<file path="src/hdl/lzwd_pkg.sv">
// ----------------------------------------------------------------------------
// LZW decoder package
// Sizes, codes and the command and status bundles shared by the decoder.
// ----------------------------------------------------------------------------
package lzwd_pkg;

    localparam int DICT_DEPTH     = 4096;
    localparam int HISTORY_DEPTH  = 65536;
    localparam int MAX_STRING_LEN = 32;
    localparam int MAX_CODE_BITS  = 13;

    localparam int CODE_W  = MAX_CODE_BITS;
    localparam int ECNT_W  = $clog2(DICT_DEPTH + 1);
    localparam int EIDX_W  = $clog2(DICT_DEPTH);
    localparam int HADDR_W = $clog2(HISTORY_DEPTH);
    localparam int LEN_W   = 6;
    localparam int OLEN_W  = 17;

    localparam int FIRST_WIDTH = 9;
    localparam int LIT_BASE    = 3;
    localparam int DICT_BASE   = 259;
    localparam int WORD_BITS   = 16;

    localparam logic [2:0] ERR_NONE     = 3'd0;
    localparam logic [2:0] ERR_RESERVED = 3'd1;
    localparam logic [2:0] ERR_UNKNOWN  = 3'd2;
    localparam logic [2:0] ERR_TOO_LONG = 3'd3;
    localparam logic [2:0] ERR_FULL     = 3'd4;

    localparam logic [1:0] CMD_START = 2'd0;

    typedef struct packed {
        logic clear;
        logic load_word;
        logic put_err_status;
        logic code_load;
        logic put_err;
        logic put_lit;
        logic str_init;
        logic put_hist;
        logic entry_add;
        logic flush;
    } t_dp_cmd;

    typedef struct packed {
        logic       err_active;
        logic       finished;
        logic [2:0] chk_err;
        logic       is_lit;
        logic       len_zero;
        logic       can_put;
        logic       str_more;
        logic       loop_more;
        logic       hold_valid;
        logic       out_free;
    } t_dp_stat;

endpackage

</file>
<file path="src/hdl/lzwd_ctrl.sv">
// ----------------------------------------------------------------------------
// LZW decoder controller
// Sequences code extraction, checks, string copy and dictionary update.
// ----------------------------------------------------------------------------
module lzwd_ctrl
    import lzwd_pkg::*;
(
    input  logic     i_clk,
    input  logic     i_rst_n,
    input  logic     i_valid,
    input  logic     i_command,
    output logic     o_ready,
    input  t_dp_stat i_stat,
    output t_dp_cmd  o_cmd
);

    typedef enum logic [2:0] {
        S_IDLE, S_CODE, S_CHECK, S_RD, S_BYTE, S_ENTRY, S_FLUSH
    } t_state;

    t_state r_state;
    t_state n_state;

    always_comb begin
        o_cmd   = '0;
        n_state = r_state;
        o_ready = (r_state == S_IDLE);
        unique case (r_state)
            S_IDLE: begin
                if (i_valid) begin
                    if (i_command == CMD_START[0]) begin
                        o_cmd.clear = 1'b1;
                    end else if (i_stat.err_active) begin
                        o_cmd.put_err_status = 1'b1;
                        n_state = S_FLUSH;
                    end else if (!i_stat.finished) begin
                        o_cmd.load_word = 1'b1;
                        n_state = S_CODE;
                    end
                end
            end
            S_CODE: begin
                o_cmd.code_load = 1'b1;
                n_state = S_CHECK;
            end
            S_CHECK: begin
                priority if (i_stat.chk_err != ERR_NONE) begin
                    if (i_stat.can_put) begin
                        o_cmd.put_err = 1'b1;
                        n_state = S_FLUSH;
                    end
                end else if (i_stat.is_lit) begin
                    if (i_stat.can_put) begin
                        o_cmd.put_lit = 1'b1;
                        n_state = S_ENTRY;
                    end
                end else begin
                    o_cmd.str_init = 1'b1;
                    n_state = i_stat.len_zero ? S_ENTRY : S_RD;
                end
            end
            S_RD: begin
                n_state = S_BYTE;
            end
            S_BYTE: begin
                if (i_stat.can_put) begin
                    o_cmd.put_hist = 1'b1;
                    n_state = i_stat.str_more ? S_RD : S_ENTRY;
                end
            end
            S_ENTRY: begin
                o_cmd.entry_add = 1'b1;
                n_state = i_stat.loop_more ? S_CODE : S_FLUSH;
            end
            S_FLUSH: begin
                if (!i_stat.hold_valid) begin
                    n_state = S_IDLE;
                end else if (i_stat.out_free) begin
                    o_cmd.flush = 1'b1;
                    n_state = S_IDLE;
                end
            end
            default: n_state = S_IDLE;
        endcase
    end

    always_ff @(posedge i_clk) begin
        if (!i_rst_n) begin
            r_state <= S_IDLE;
        end else begin
            r_state <= n_state;
        end
    end

endmodule

</file>
<file path="config.mk">
export PLATFORM = sky130hd
export DESIGN_NAME = lzwd_ctrl
export DESIGN_NICKNAME = d
export VERILOG_FILES = /design/src/hdl/lzwd_pkg.sv /design/src/hdl/lzwd_ctrl.sv
export SDC_FILE = /design/constraint.sdc
export NUM_CORES = 1
export LEC_CHECK = 0
export BUFFER_PORTS_ARGS = -buffer_cell sky130_fd_sc_hd__buf_2
export CORE_MARGIN = 2
export CORE_UTILIZATION = 23
export CTS_CLUSTER_DIAMETER = 200
export DETAILED_ROUTE_END_ITERATION = 8
export GPL_TIMING_DRIVEN = 0
export SLEW_MARGIN = 5
export SYNTH_ARGS = -nofsm -noshare
export SYNTH_HDL_FRONTEND = slang
export SYNTH_SLANG_ARGS = --single-unit
</file>
<file path="constraint.sdc">
create_clock -name i_clk -period 2.2 [get_ports i_clk]
set_input_delay 0.44 -clock i_clk [delete_from_list [all_inputs] [get_ports i_clk]]
set_output_delay 0.44 -clock i_clk [all_outputs]
set_load 0.05 [all_outputs]
</file>
After elaboration in Yosys (flattened, before gate mapping)

Index checks and enable logic that the tools add are counted.

Memories kept: 0
Memory bits (read-only): 0
Register bits: 3
Latch bits: 0
RAM bits: 0

Multipliers: 0
Bitwise logic cells: 0
Magnitude comparators: 0
Reduce and logical (&&, ||, !) cells: 3
Muxes and demuxes: 34
Equal/unequal tests: 13
Add/subtract/negate cells: 0
Shift operators: 0
Div/mod/pow operators: 0

Operator list:

| operator           | count |
|---|---|
| $mux 3             | 17 |
| $pmux 3 s7         | 1 |
| $mux 1             | 14 |
| $eq 3x3->1 const B | 3 |
| $ne 3x3->1 const B | 3 |
| $reduce_and 7->1   | 1 |
| $eq 3x2->1 const B | 2 |
| $ne 2x2->1 const B | 3 |
| $mux 2             | 2 |
| $eq 3x1->1 const B | 1 |
| $logic_not 3->1    | 1 |
| $ne 3x2->1 const B | 1 |
| $reduce_bool 3->1  | 1 |

Longest topological paths before layout

Gate-level depths: netlist of the first run.

Depth in word-level cells: 5
Depth in mapped cells: 5
Depth with buffers taken out: 4

Least setup slack after synthesis of the first run

Ideal clock, no wire load.

Path type: flip-flop to output port
From: register r_state[1]
To: output port o_cmd[8] (netlist name)
Stages on the path, launching flop included: 5
Slack: -0.712 ns
Data arrival time: 2.472 ns
Path buffers: 1
Cells stage by stage: dfxtp_1 > buf_4 > nor3_2 > nand3_1 > nor3_1

RTL lines:

| element                | line            | text |
|---|---|---|
| from (decl)            | lzwd_ctrl.sv:21 | `t_state r_state;` |
| from (signal assigned) | lzwd_ctrl.sv:91 | `r_state <= n_state;` |
| to (decl)              | lzwd_ctrl.sv:14 | `output t_dp_cmd o_cmd` |

==> results of run 1 <==
==> Yosys cell counts <==
cell      number  area [sq um]
nor2_1         8          30.0
nor3_1         4          20.0
dfxtp_1        3          60.1
a211oi_1       3          22.5
a31oi_1        2          12.5
o21ai_1        1          5.00
nand4b_1       1          8.76
nand2_1        4          15.0
and3_1         3          18.8
nand3_1        1          5.00
clkbuf_1       1          3.75
nor3_2         1          10.0
and3b_1        1          8.76
o311ai_4       1          26.3
or3b_4         1          11.3
nand3b_1       2          15.0
nor2b_1        2          12.5
buf_4          1          7.51
a21oi_1        3          15.0
o21ai_0        2          10.0
xor2_1         1          8.76
nor3b_1        1          7.51
nand2b_1       4          25.0
or3_4          1          11.3
nor3b_2        1          12.5
inv_1          3          11.3
a21oi_2        1          8.76
buf_6          1          11.3
and2_1         1          6.26
==> worst max-delay path, stage by stage, from the launching register on <==
cell and delay, ns:
dfxtp_1 0.36, clkbuf_2 0.20, nor3b_2 0.25, nand2_1 0.14, nor2_1 0.11, buf_2 0.26
==> layer usage <==
| layer | vias to the layer above | global-route usage (%) | routed length (um) |
|---|---|---|---|
| met1 | 228 | 15.6 | 492 |
| met5 | - | 0 | 0 |
| met3 | 0 | 3.46 | 35 |
| li1 | 270 | - | - |
| met2 | 6 | 16.4 | 548 |
| met4 | 0 | 5.00 | 0 |
==> layout make-up <==
cell class / count / area, sq um
fillers: 205 / 1100
multi-input cells: 50 / 347
repair buffers: 26 / 130
flip-flops and latches: 3 / 60.1
well taps: 25 / 31.3
clock buffers: 4 / 26.3
plain buffers: 3 / 23.8
inverters: 3 / 11.3
==> cell families (layout without fill, tap and decap cells) <==
logic type      count (synthesis)  after routing  share of synthesized area (%)
buf+inv                         6             36                           8.04
xor+xnor                        1              1                           2.08
simple gates                   36             36                           51.8
flops                           3              3                           14.3
compound gates                 13             13                           23.8
==> power groups by stage <==
stage | registers [mW] | logic, mW | clock network, mW
final | 0.0977 | 0.494 | 0.0964
after detailed placement | 0.0986 | 0.496 | 0
after global placement | 0.0975 | 0.493 | 0
after global routing | 0.102 | 0.537 | 0.111
after floorplan | 0.0938 | 0.404 | 0
after CTS | 0.0978 | 0.496 | 0.103
==> path summary, 6_finish.rpt <==
path | from | to | slack (ns) | cells after the start
setup / recovery | r_state[0]$_SDFFE_PN0P_ | o_cmd[4] | 0.20 | 5
hold / removal | i_rst_n | r_state[0]$_SDFFE_PN0P_ | 0.46 | 2
setup reg to reg | r_state[2]$_SDFFE_PN0P_ | r_state[2]$_SDFFE_PN0P_ | 0.77 | 5
hold reg to reg | r_state[1]$_SDFFE_PN0P_ | r_state[1]$_SDFFE_PN0P_ | 0.74 | 3
==> metrics.cfg, run 1 <==
[run_status]
status = finished, final reports clean

[global_routing]
first_global_vias = 404
antenna_found_initial = 0
grt_overflow = 0
grt_pass1_wl_mm = 1.73
grt_max_degree = 11
grt_use_total_pct = 11.3

[setup_path]
crit_fanout = 10
cp_data_required_time_ns = 1.76
critPathCaptureType = output pin
crit_path_start_kind = flop
worstSetupPathType = flop to output pin
critPathArrivalTime_ns = 1.56

[layout]
largest_registers = r_state: 3 flops
nets = 106
design_area_sq_um = 629
layoutNonFillerInstCount = 114
layout_common_cells = buf_2 (26), nor2_1 (7), nand2b_1 (4), nand2_1 (4)
syn_to_final_growth_pct = 49.7
final_common_cell = buf_2
final_core_util_pct = 36.4
largest_register_ffs = 3
max_flop_register = r_state
diodes = 0
drive_above_1_share_pct = 44.9

[power_and_ir_drop]
total_power_mw = 0.688
pwr-share-comb_pct = 71.8
pwr_density_cell_nw_per_um2 = 1090
ir_drop_mv = 0.258
p_sw_mw = 0.361
p_seq_share_pct = 14.2
switching_share_pct = 52.5
p_leak_nw = 0.305
internal_power_mw = 0.327
pwr-share-clk_pct = 14.0

[clock_network]
numCtsBuffers = 3
clock_path_buffers = 2
cts_root_buffer = clkbuf_4
cts_resized = 0
hold_buffers = 0
clkSinkCount = 3
clk_pin_slew_ns = 0.04
postCtsSetupBuffers = 0
worstSkewPairLatency_ns = 0.23
cts_tree = built
htreeDepth = 1

[sta]
setup_ws_ns = 0.202
finalSetupViolCount = 0
fin_crit_sh_pct = 90.8
skew_ns = 0.00348
hold_ws_ns = 0.460
hold_viol = 0
finalMaxSlewViolations = 0
worst_pin_slew_ns = 0.343
fin_crit_ns = 2.00
setup_tns_ns = 0
slew_headroom_pct = 77.1
max_clock_freq_ghz = 0.501
rsz0062_at_grt = false

[logic_synthesis]
synth_fp_nets = 75
synth-seq-cells = 3
ys_warn_count = 0
yosysUniqueCellTypes = 29
synth_seq_area_share_pct = 14.3
synth_area_sq_um = 420
syn-instance-count = 59
postSynthAreaPerCell_sq_um = 7.13

[drt]
ant_nets = 0
route.detailed.drc = 0
vias_per_cell = 4.42
drt-wirelength-per-cell_um = 9.44
vias = 504
dr.pass1.iters = 3
drt_iter0_drc = 4
routed_wl_mm = 1.08

[floorplanning]
rows = 15
fp.coreArea_sq_um = 1730
die_area_sq_um = 2190
die_w_um = 46.8
ioPinCount = 27
die_h_um = 46.8
start_util_pct = 24.3

[placement]
dp_hpwl_um = 899
port_buffers = 26
gp_congestion = 0.752
placed_area_sq_um = 602
dp.cells = 110
dp_slack_ns = 0.399

[flow_run]
cap_violations = 0

[hold_path]
hold_class = input port to flop

No activity file was read; power rests on OpenSTA's default activity.
==> run 2, diff against run 1 <==
--- a/config.mk
+++ b/config.mk
@@ -5,11 +5,11 @@
 export SDC_FILE = /design/constraint.sdc
 export NUM_CORES = 1
 export LEC_CHECK = 0
-export BUFFER_PORTS_ARGS = -buffer_cell sky130_fd_sc_hd__buf_2
 export CORE_MARGIN = 2
 export CORE_UTILIZATION = 23
 export CTS_CLUSTER_DIAMETER = 200
 export DETAILED_ROUTE_END_ITERATION = 8
+export DONT_BUFFER_PORTS = 1
 export GPL_TIMING_DRIVEN = 0
 export SLEW_MARGIN = 5
 export SYNTH_ARGS = -nofsm -noshare
==> metrics.cfg, run 2 (same netlist as run 1, synthesis figures left out) <==
[run_status]
status = complete, but fails checks  ; was finished, final reports clean
violations = setup timing

[drt]
dr.pass1.iters = 2  ; was 3
ant_nets = 0  ; unchanged
vias = 421  ; was 504
drt-wirelength-per-cell_um = 12.5  ; was 9.44 um
routed_wl_mm = 1.14  ; was 1.08 mm
route.detailed.drc = 0  ; unchanged
drt_iter0_drc = 8  ; was 4
vias_per_cell = 4.63  ; was 4.42

[setup_path]
crit_cells = 3  ; was 5
cp_data_required_time_ns = 1.76  ; about the same
r2r-end = r_state[1]$_SDFFE_PN0P_  ; was r_state[2]$_SDFFE_PN0P_
cp_common_cell = nor3_4
r2r_start = r_state[1]$_SDFFE_PN0P_  ; was r_state[2]$_SDFFE_PN0P_
worst_path_max_delay_cell = nor3_4  ; was dfxtp_1
critPathArrivalTime_ns = 1.85  ; was 1.56 ns
critPathBufInv = 0  ; was 2
rrSetupSlack_ns = 0.53  ; was 0.77 ns
critical_path.top_delay_family = simple AND/OR/NAND/NOR gates  ; unchanged
r2r_cells = 4  ; was 5
crit_start = r_state[1]$_SDFFE_PN0P_  ; was r_state[0]$_SDFFE_PN0P_
crit_fanout = 4  ; was 10
critPathCaptureType = output pin  ; unchanged
slowest_delay_ns = 0.57  ; was 0.36 ns
crit_path_start_kind = flop  ; unchanged
endpoint = o_cmd[8]  ; was o_cmd[4]
worstSetupPathType = flop to output pin  ; unchanged
worstPathCellList = nor3_4 > nand3_2 > nor3_4  ; was clkbuf_2 > nor3b_2 > nand2_1 > nor2_1 > buf_2

[clock_network]
cts_root_buffer = clkbuf_4  ; unchanged
clock_path_buffers = 2  ; unchanged
hold_buffers = 0  ; unchanged
cts_tree = built  ; unchanged
clk_pin_slew_ns = 0.04  ; about the same
numCtsBuffers = 3  ; unchanged
clkSinkCount = 3  ; unchanged
worstSkewPairLatency_ns = 0.23  ; about the same
htreeDepth = 1  ; unchanged

[power_and_ir_drop]
switching_share_pct = 53.2  ; was 52.5%
ir_drop_mv = 0.247  ; was 0.258 mV
pwr-share-clk_pct = 14.2  ; was 14.0%
p_sw_mw = 0.369  ; was 0.361 mW
p_leak_nw = 0.204  ; was 0.305 nW
p_seq_share_pct = 16.0  ; was 14.2%
internal_power_mw = 0.325  ; was 0.327 mW
pwr-share-comb_pct = 69.8  ; was 71.8%
pwr_density_cell_nw_per_um2 = 1240  ; was 1090 nW/um^2

[layout]
layoutNonFillerInstCount = 91  ; was 114
design_area_sq_um = 561  ; was 629 sq um
layout_common_cells = nand2b_1 (4), nor2_1 (4), nor2_4 (4), nand2_1 (4)  ; was buf_2 (26), nor2_1 (7), nand2b_1 (4), nand2_1 (4)
drive_above_1_share_pct = 34.8  ; was 44.9%
final_core_util_pct = 32.5  ; was 36.4%
largest_registers = r_state: 3 flops  ; unchanged
diodes = 0  ; unchanged
nets = 83  ; was 106
max_flop_register = r_state  ; unchanged
fillers = 197  ; was 205
syn_to_final_growth_pct = 33.3  ; was 49.7%
largest_register_ffs = 3  ; unchanged

[global_routing]
first_global_vias = 396  ; was 404
met1_usage_pct = 9.51  ; was 15.6%
grt_use_total_pct = 10.5  ; was 11.3%
grt_busiest_layer = met2  ; unchanged
grt_pass1_wl_mm = 1.58  ; was 1.73 mm
grt_max_degree = 11  ; unchanged
met3_usage_pct = 5.00  ; was 3.46%
grtUsageMet2_pct = 19.4  ; was 16.4%
antenna_found_initial = 0  ; unchanged
grt_overflow = 0  ; unchanged

[sta]
skew_ns = 0.00307  ; was 0.00348 ns
slew_headroom_pct = 41.1  ; was 77.1%
worst_pin_slew_ns = 0.881  ; was 0.343 ns
hold_viol = 0  ; unchanged
finalMaxSlewViolations = 0  ; unchanged
setup_tns_ns = -0.149  ; was 0 ns
hold_ws_ns = 0.339  ; was 0.460 ns
fin_crit_sh_pct = 104  ; was 90.8%
max_clock_freq_ghz = 0.438  ; was 0.501 GHz
finalSetupViolCount = 2  ; was 0
setup_ws_ns = -0.0853  ; was 0.202 ns
fin_crit_ns = 2.29  ; was 2.00 ns
rsz0062_at_grt = true  ; was false

[hold_path]
min_path_cells = 2  ; unchanged
hold_class = input port to flop  ; unchanged

[floorplanning]
rows = 15  ; unchanged
fp.coreArea_sq_um = 1730  ; unchanged
start_util_pct = 24.3  ; unchanged
die_h_um = 46.8  ; unchanged
die_area_sq_um = 2190  ; unchanged
ioPinCount = 27  ; unchanged
die_w_um = 46.8  ; unchanged

[placement]
gp_congestion = 0.738  ; was 0.752
port_buffers = 0  ; was 26
dp_hpwl_um = 847  ; was 899 um
placed_area_sq_um = 472  ; was 602 sq um
dp.cells = 84  ; was 110

[flow_run]
cap_violations = 0  ; unchanged

-- run 2: cell types whose count changed in the layout (fill, tap and decap cells not counted), sizes merged --
cell  previous run  this run
buf             28         5
-- run 2: metal layers --
metal / wire length (um) / up-vias
li1: - / 224
met1: 441 / 193
met2: 651 / 4
met3: 48 / 0
met4: 0 / 0
met5: 0 / -
-- run 2: area by class of cell --
cell class	count	area, sq um	share of cell area, %
plain buffers	2	15.0	2.68
clock buffers	4	26.3	4.69
inverters	3	11.3	2.01
multi-input cells	50	379	67.6
flip-flops and latches	3	63.8	11.4
well taps	25	31.3	5.58
repair buffers	4	33.8	6.03
-- run 2: worst min path at each step --
stage            start                       to  slack (ns)
2_1_floorplan  i_rst_n  r_state[1]$_SDFFE_PN0P_        0.58
6_report       i_rst_n  r_state[1]$_SDFFE_PN0P_        0.34
4_1_cts        i_rst_n  r_state[1]$_SDFFE_PN0P_        0.34
3_3_place_gp   i_rst_n  r_state[2]$_SDFFE_PN0P_        0.59
5_1_grt        i_rst_n  r_state[0]$_SDFFE_PN0P_        0.35
3_5_place_dp   i_rst_n  r_state[0]$_SDFFE_PN0P_        0.59
-- run 2: metrics by stage --
stage	power (mW)	worst slack (ns)
4_1_cts	0.703	-0.162
5_1_grt	0.739	-0.170
2_1_floorplan	0.498	0.0125
3_3_place_gp	0.545	-0.0480
3_5_place_dp	0.548	-0.0667
6_report	0.694	-0.0853
-- run 2: power by group through the flow --
stage | logic, mW | registers [mW] | clock network [mW]
finish | 0.485 | 0.111 | 0.0988
global route | 0.515 | 0.115 | 0.109
CTS | 0.502 | 0.102 | 0.0991
detailed placement | 0.449 | 0.0988 | 0
global placement | 0.447 | 0.0980 | 0
floorplan | 0.404 | 0.0938 | 0
-- run 2: repair_timing --
item | CTS | global route
resized for setup | 8 | 5
setup buffers | 4 | 0
pin swaps | 4 | 4
cloned | 0 | 0
setup endpoints to repair | 5 | 4
==> run 3, diff against run 2 <==
--- a/config.mk
+++ b/config.mk
@@ -11,6 +11,7 @@
 export DETAILED_ROUTE_END_ITERATION = 8
 export DONT_BUFFER_PORTS = 1
 export GPL_TIMING_DRIVEN = 0
+export PLACE_DENSITY_LB_ADDON = 0.08
 export SLEW_MARGIN = 5
 export SYNTH_ARGS = -nofsm -noshare
 export SYNTH_HDL_FRONTEND = slang
==> constraint.sdc (replaced) <==
create_clock -name i_clk -period 2.2 [get_ports i_clk]
set_input_delay 0.44 -clock i_clk [delete_from_list [all_inputs] [get_ports i_clk]]
set_output_delay 0.44 -clock i_clk [all_outputs]
set_load 0.005 [all_outputs]
==> metrics.cfg, run 3 (same netlist as run 1, synthesis figures left out) <==
[drt]
vias = 408  ; was 421
dr.pass1.iters = 3  ; was 2
drt-wirelength-per-cell_um = 12.7  ; was 12.5 um
routed_wl_mm = 1.12  ; was 1.14 mm
drt_iter0_drc = 4  ; was 8
route.detailed.drc = 0  ; unchanged
vias_per_cell = 4.64  ; was 4.63
ant_nets = 0  ; unchanged

[layout]
diodes = 0  ; unchanged
drive_above_1_share_pct = 17.5  ; was 34.8%
layoutNonFillerInstCount = 88  ; was 91
largest_register_ffs = 3  ; unchanged
layout_common_cells = nor2_1 (8), nand2b_1 (4), nor3_1 (4), nand2_1 (4)  ; was nand2b_1 (4), nor2_1 (4), nor2_4 (4), nand2_1 (4)
max_flop_register = r_state  ; unchanged
largest_registers = r_state: 3 flops  ; unchanged
syn_to_final_growth_pct = 13.7  ; was 33.3%
fillers = 206  ; was 197
nets = 80  ; was 83
final_common_cell = nor2_1

[clock_network]
clock_path_buffers = 2  ; unchanged
cts_resized = 0  ; was 8
clkSinkCount = 3  ; unchanged
hold_buffers = 0  ; unchanged
cts_root_buffer = clkbuf_4  ; unchanged
cts_tree = built  ; unchanged
numCtsBuffers = 3  ; unchanged
postCtsSetupBuffers = 0  ; was 4
clk_pin_slew_ns = 0.04  ; about the same
htreeDepth = 1  ; unchanged
worstSkewPairLatency_ns = 0.23  ; about the same

[power_and_ir_drop]
p_sw_mw = 0.232  ; was 0.369 mW
pwr-share-comb_pct = 62.7  ; was 69.8%
ir_drop_mv = 0.237  ; was 0.247 mV
switching_share_pct = 44.7  ; was 53.2%
pwr_density_cell_nw_per_um2 = 1090  ; was 1240 nW/um^2
p_seq_share_pct = 18.3  ; was 16.0%
internal_power_mw = 0.287  ; was 0.325 mW
p_leak_nw = 0.179  ; was 0.204 nW
pwr-share-clk_pct = 19.0  ; was 14.2%

[setup_path]
critPathCaptureType = output pin  ; unchanged
cp_data_required_time_ns = 1.76  ; about the same
rrSetupSlack_ns = 0.70  ; was 0.53 ns
critPathArrivalTime_ns = 1.39  ; was 1.85 ns
worstSetupPathType = flop to output pin  ; unchanged
r2r_cells = 5  ; was 4
crit_fanout = 10  ; was 4
crit_path_start_kind = flop  ; unchanged
r2r_start = r_state[1]$_SDFFE_PN0P_  ; unchanged
r2r-end = r_state[1]$_SDFFE_PN0P_  ; unchanged

[global_routing]
grt_use_total_pct = 10.8  ; was 10.5%
first_global_vias = 412  ; was 396
grt_overflow = 0  ; unchanged
grt_pass1_wl_mm = 1.70  ; was 1.58 mm
antenna_found_initial = 0  ; unchanged
grt_max_degree = 11  ; unchanged

[floorplanning]
die_area_sq_um = 2190  ; unchanged
start_util_pct = 24.3  ; unchanged
ioPinCount = 27  ; unchanged
die_h_um = 46.8  ; unchanged
fp.coreArea_sq_um = 1730  ; unchanged
rows = 15  ; unchanged
die_w_um = 46.8  ; unchanged

[sta]
hold_ws_ns = 0.350  ; was 0.339 ns
rsz0062_at_grt = false  ; was true
hold_viol = 0  ; unchanged
setup_tns_ns = 0  ; was -0.149 ns
slew_headroom_pct = 73.7  ; was 41.1%
finalMaxSlewViolations = 0  ; unchanged
setup_ws_ns = 0.367  ; was -0.0853 ns
finalSetupViolCount = 0  ; was 2
fin_crit_ns = 1.83  ; was 2.29 ns
worst_pin_slew_ns = 0.394  ; was 0.881 ns
max_clock_freq_ghz = 0.545  ; was 0.438 GHz
fin_crit_sh_pct = 83.3  ; was 104%
skew_ns = 0.000866  ; was 0.00307 ns

[flow_run]
cap_violations = 0  ; unchanged

[hold_path]
hp-start = i_rst_n  ; unchanged
whs_endpoint = r_state[2]$_SDFFE_PN0P_  ; was r_state[1]$_SDFFE_PN0P_
min_path_cells = 2  ; unchanged
hold_class = input port to flop  ; unchanged

[placement]
gp_congestion = 0.710  ; was 0.738
dp_slack_ns = 0.594  ; was -0.0667 ns
dp.cells = 84  ; unchanged
port_buffers = 0  ; unchanged
dp_hpwl_um = 906  ; was 847 um

[run_status]
status = finished, final reports clean  ; was complete, but fails checks

[run 3: cell types whose count changed in the layout (fill, tap and decap cells not counted), moves of 2 or more]
cell     change
dfxtp_1      +3
buf_4        -2
nor2_4       -4
dfxtp_2      -3
nor3_4       -2
nor2_1       +4
[run 3: routing by layer]
layer	share of wire [%]	global-route usage [%]	vias up
met2	48	15.8	7
met1	48	15.4	181
met5	0	0	-
li1	-	-	220
met4	0	6.67	0
met3	3.8	0.769	0
[run 3: layout make-up]
class / instances / area, sq um / area share (%)
Buffer: 3 / 22.5 / 4.71
Clock buffer: 4 / 26.3 / 5.50
Inverter: 3 / 11.3 / 2.36
Multi-Input combinational cell: 50 / 327 / 68.3
Sequential cell: 3 / 60.1 / 12.6
Tap cell: 25 / 31.3 / 6.54
[run 3: critical path: stages, from the launching register on]
cell and delay, ns:
dfxtp_1 0.30, buf_4 0.17, nor3_2 0.33, nand3_1 0.15
nor3_1 0.20
[run 3: metrics by stage]
| step | cell area [sq um] | utilization (%) | total power, mW |
|---|---|---|---|
| finish | 478 | 27.7 | 0.519 |
| global route | 478 | 27.7 | 0.576 |
| CTS | 478 | 27.7 | 0.532 |
| detailed placement | 452 | 26.2 | 0.426 |
| global placement | 452 | 26.2 | 0.427 |
| floorplan | 420 | - | 0.364 |
[run 3: worst max path at each step]
stage                             from                 endpoint  cells after the start
2_1_floorplan                i_stat[8]  r_state[0]$_SDFFE_PN0P_                      4
3_3_place_gp   r_state[1]$_SDFFE_PN0P_                 o_cmd[8]                      4
3_5_place_dp   r_state[1]$_SDFFE_PN0P_                 o_cmd[8]                      4
4_1_cts        r_state[1]$_SDFFE_PN0P_                 o_cmd[8]                      4
5_1_grt        r_state[1]$_SDFFE_PN0P_                 o_cmd[8]                      4
6_report       r_state[1]$_SDFFE_PN0P_                 o_cmd[8]                      4
[run 3: power by group through the flow]
stage          Combinational, mW  Clock, mW  Sequential (mW)
2_1_floorplan              0.275          0           0.0895
3_3_place_gp               0.332          0           0.0945
3_5_place_dp               0.332          0           0.0942
4_1_cts                    0.331      0.106           0.0953
5_1_grt                    0.368      0.111           0.0970
6_report                   0.325     0.0986           0.0948
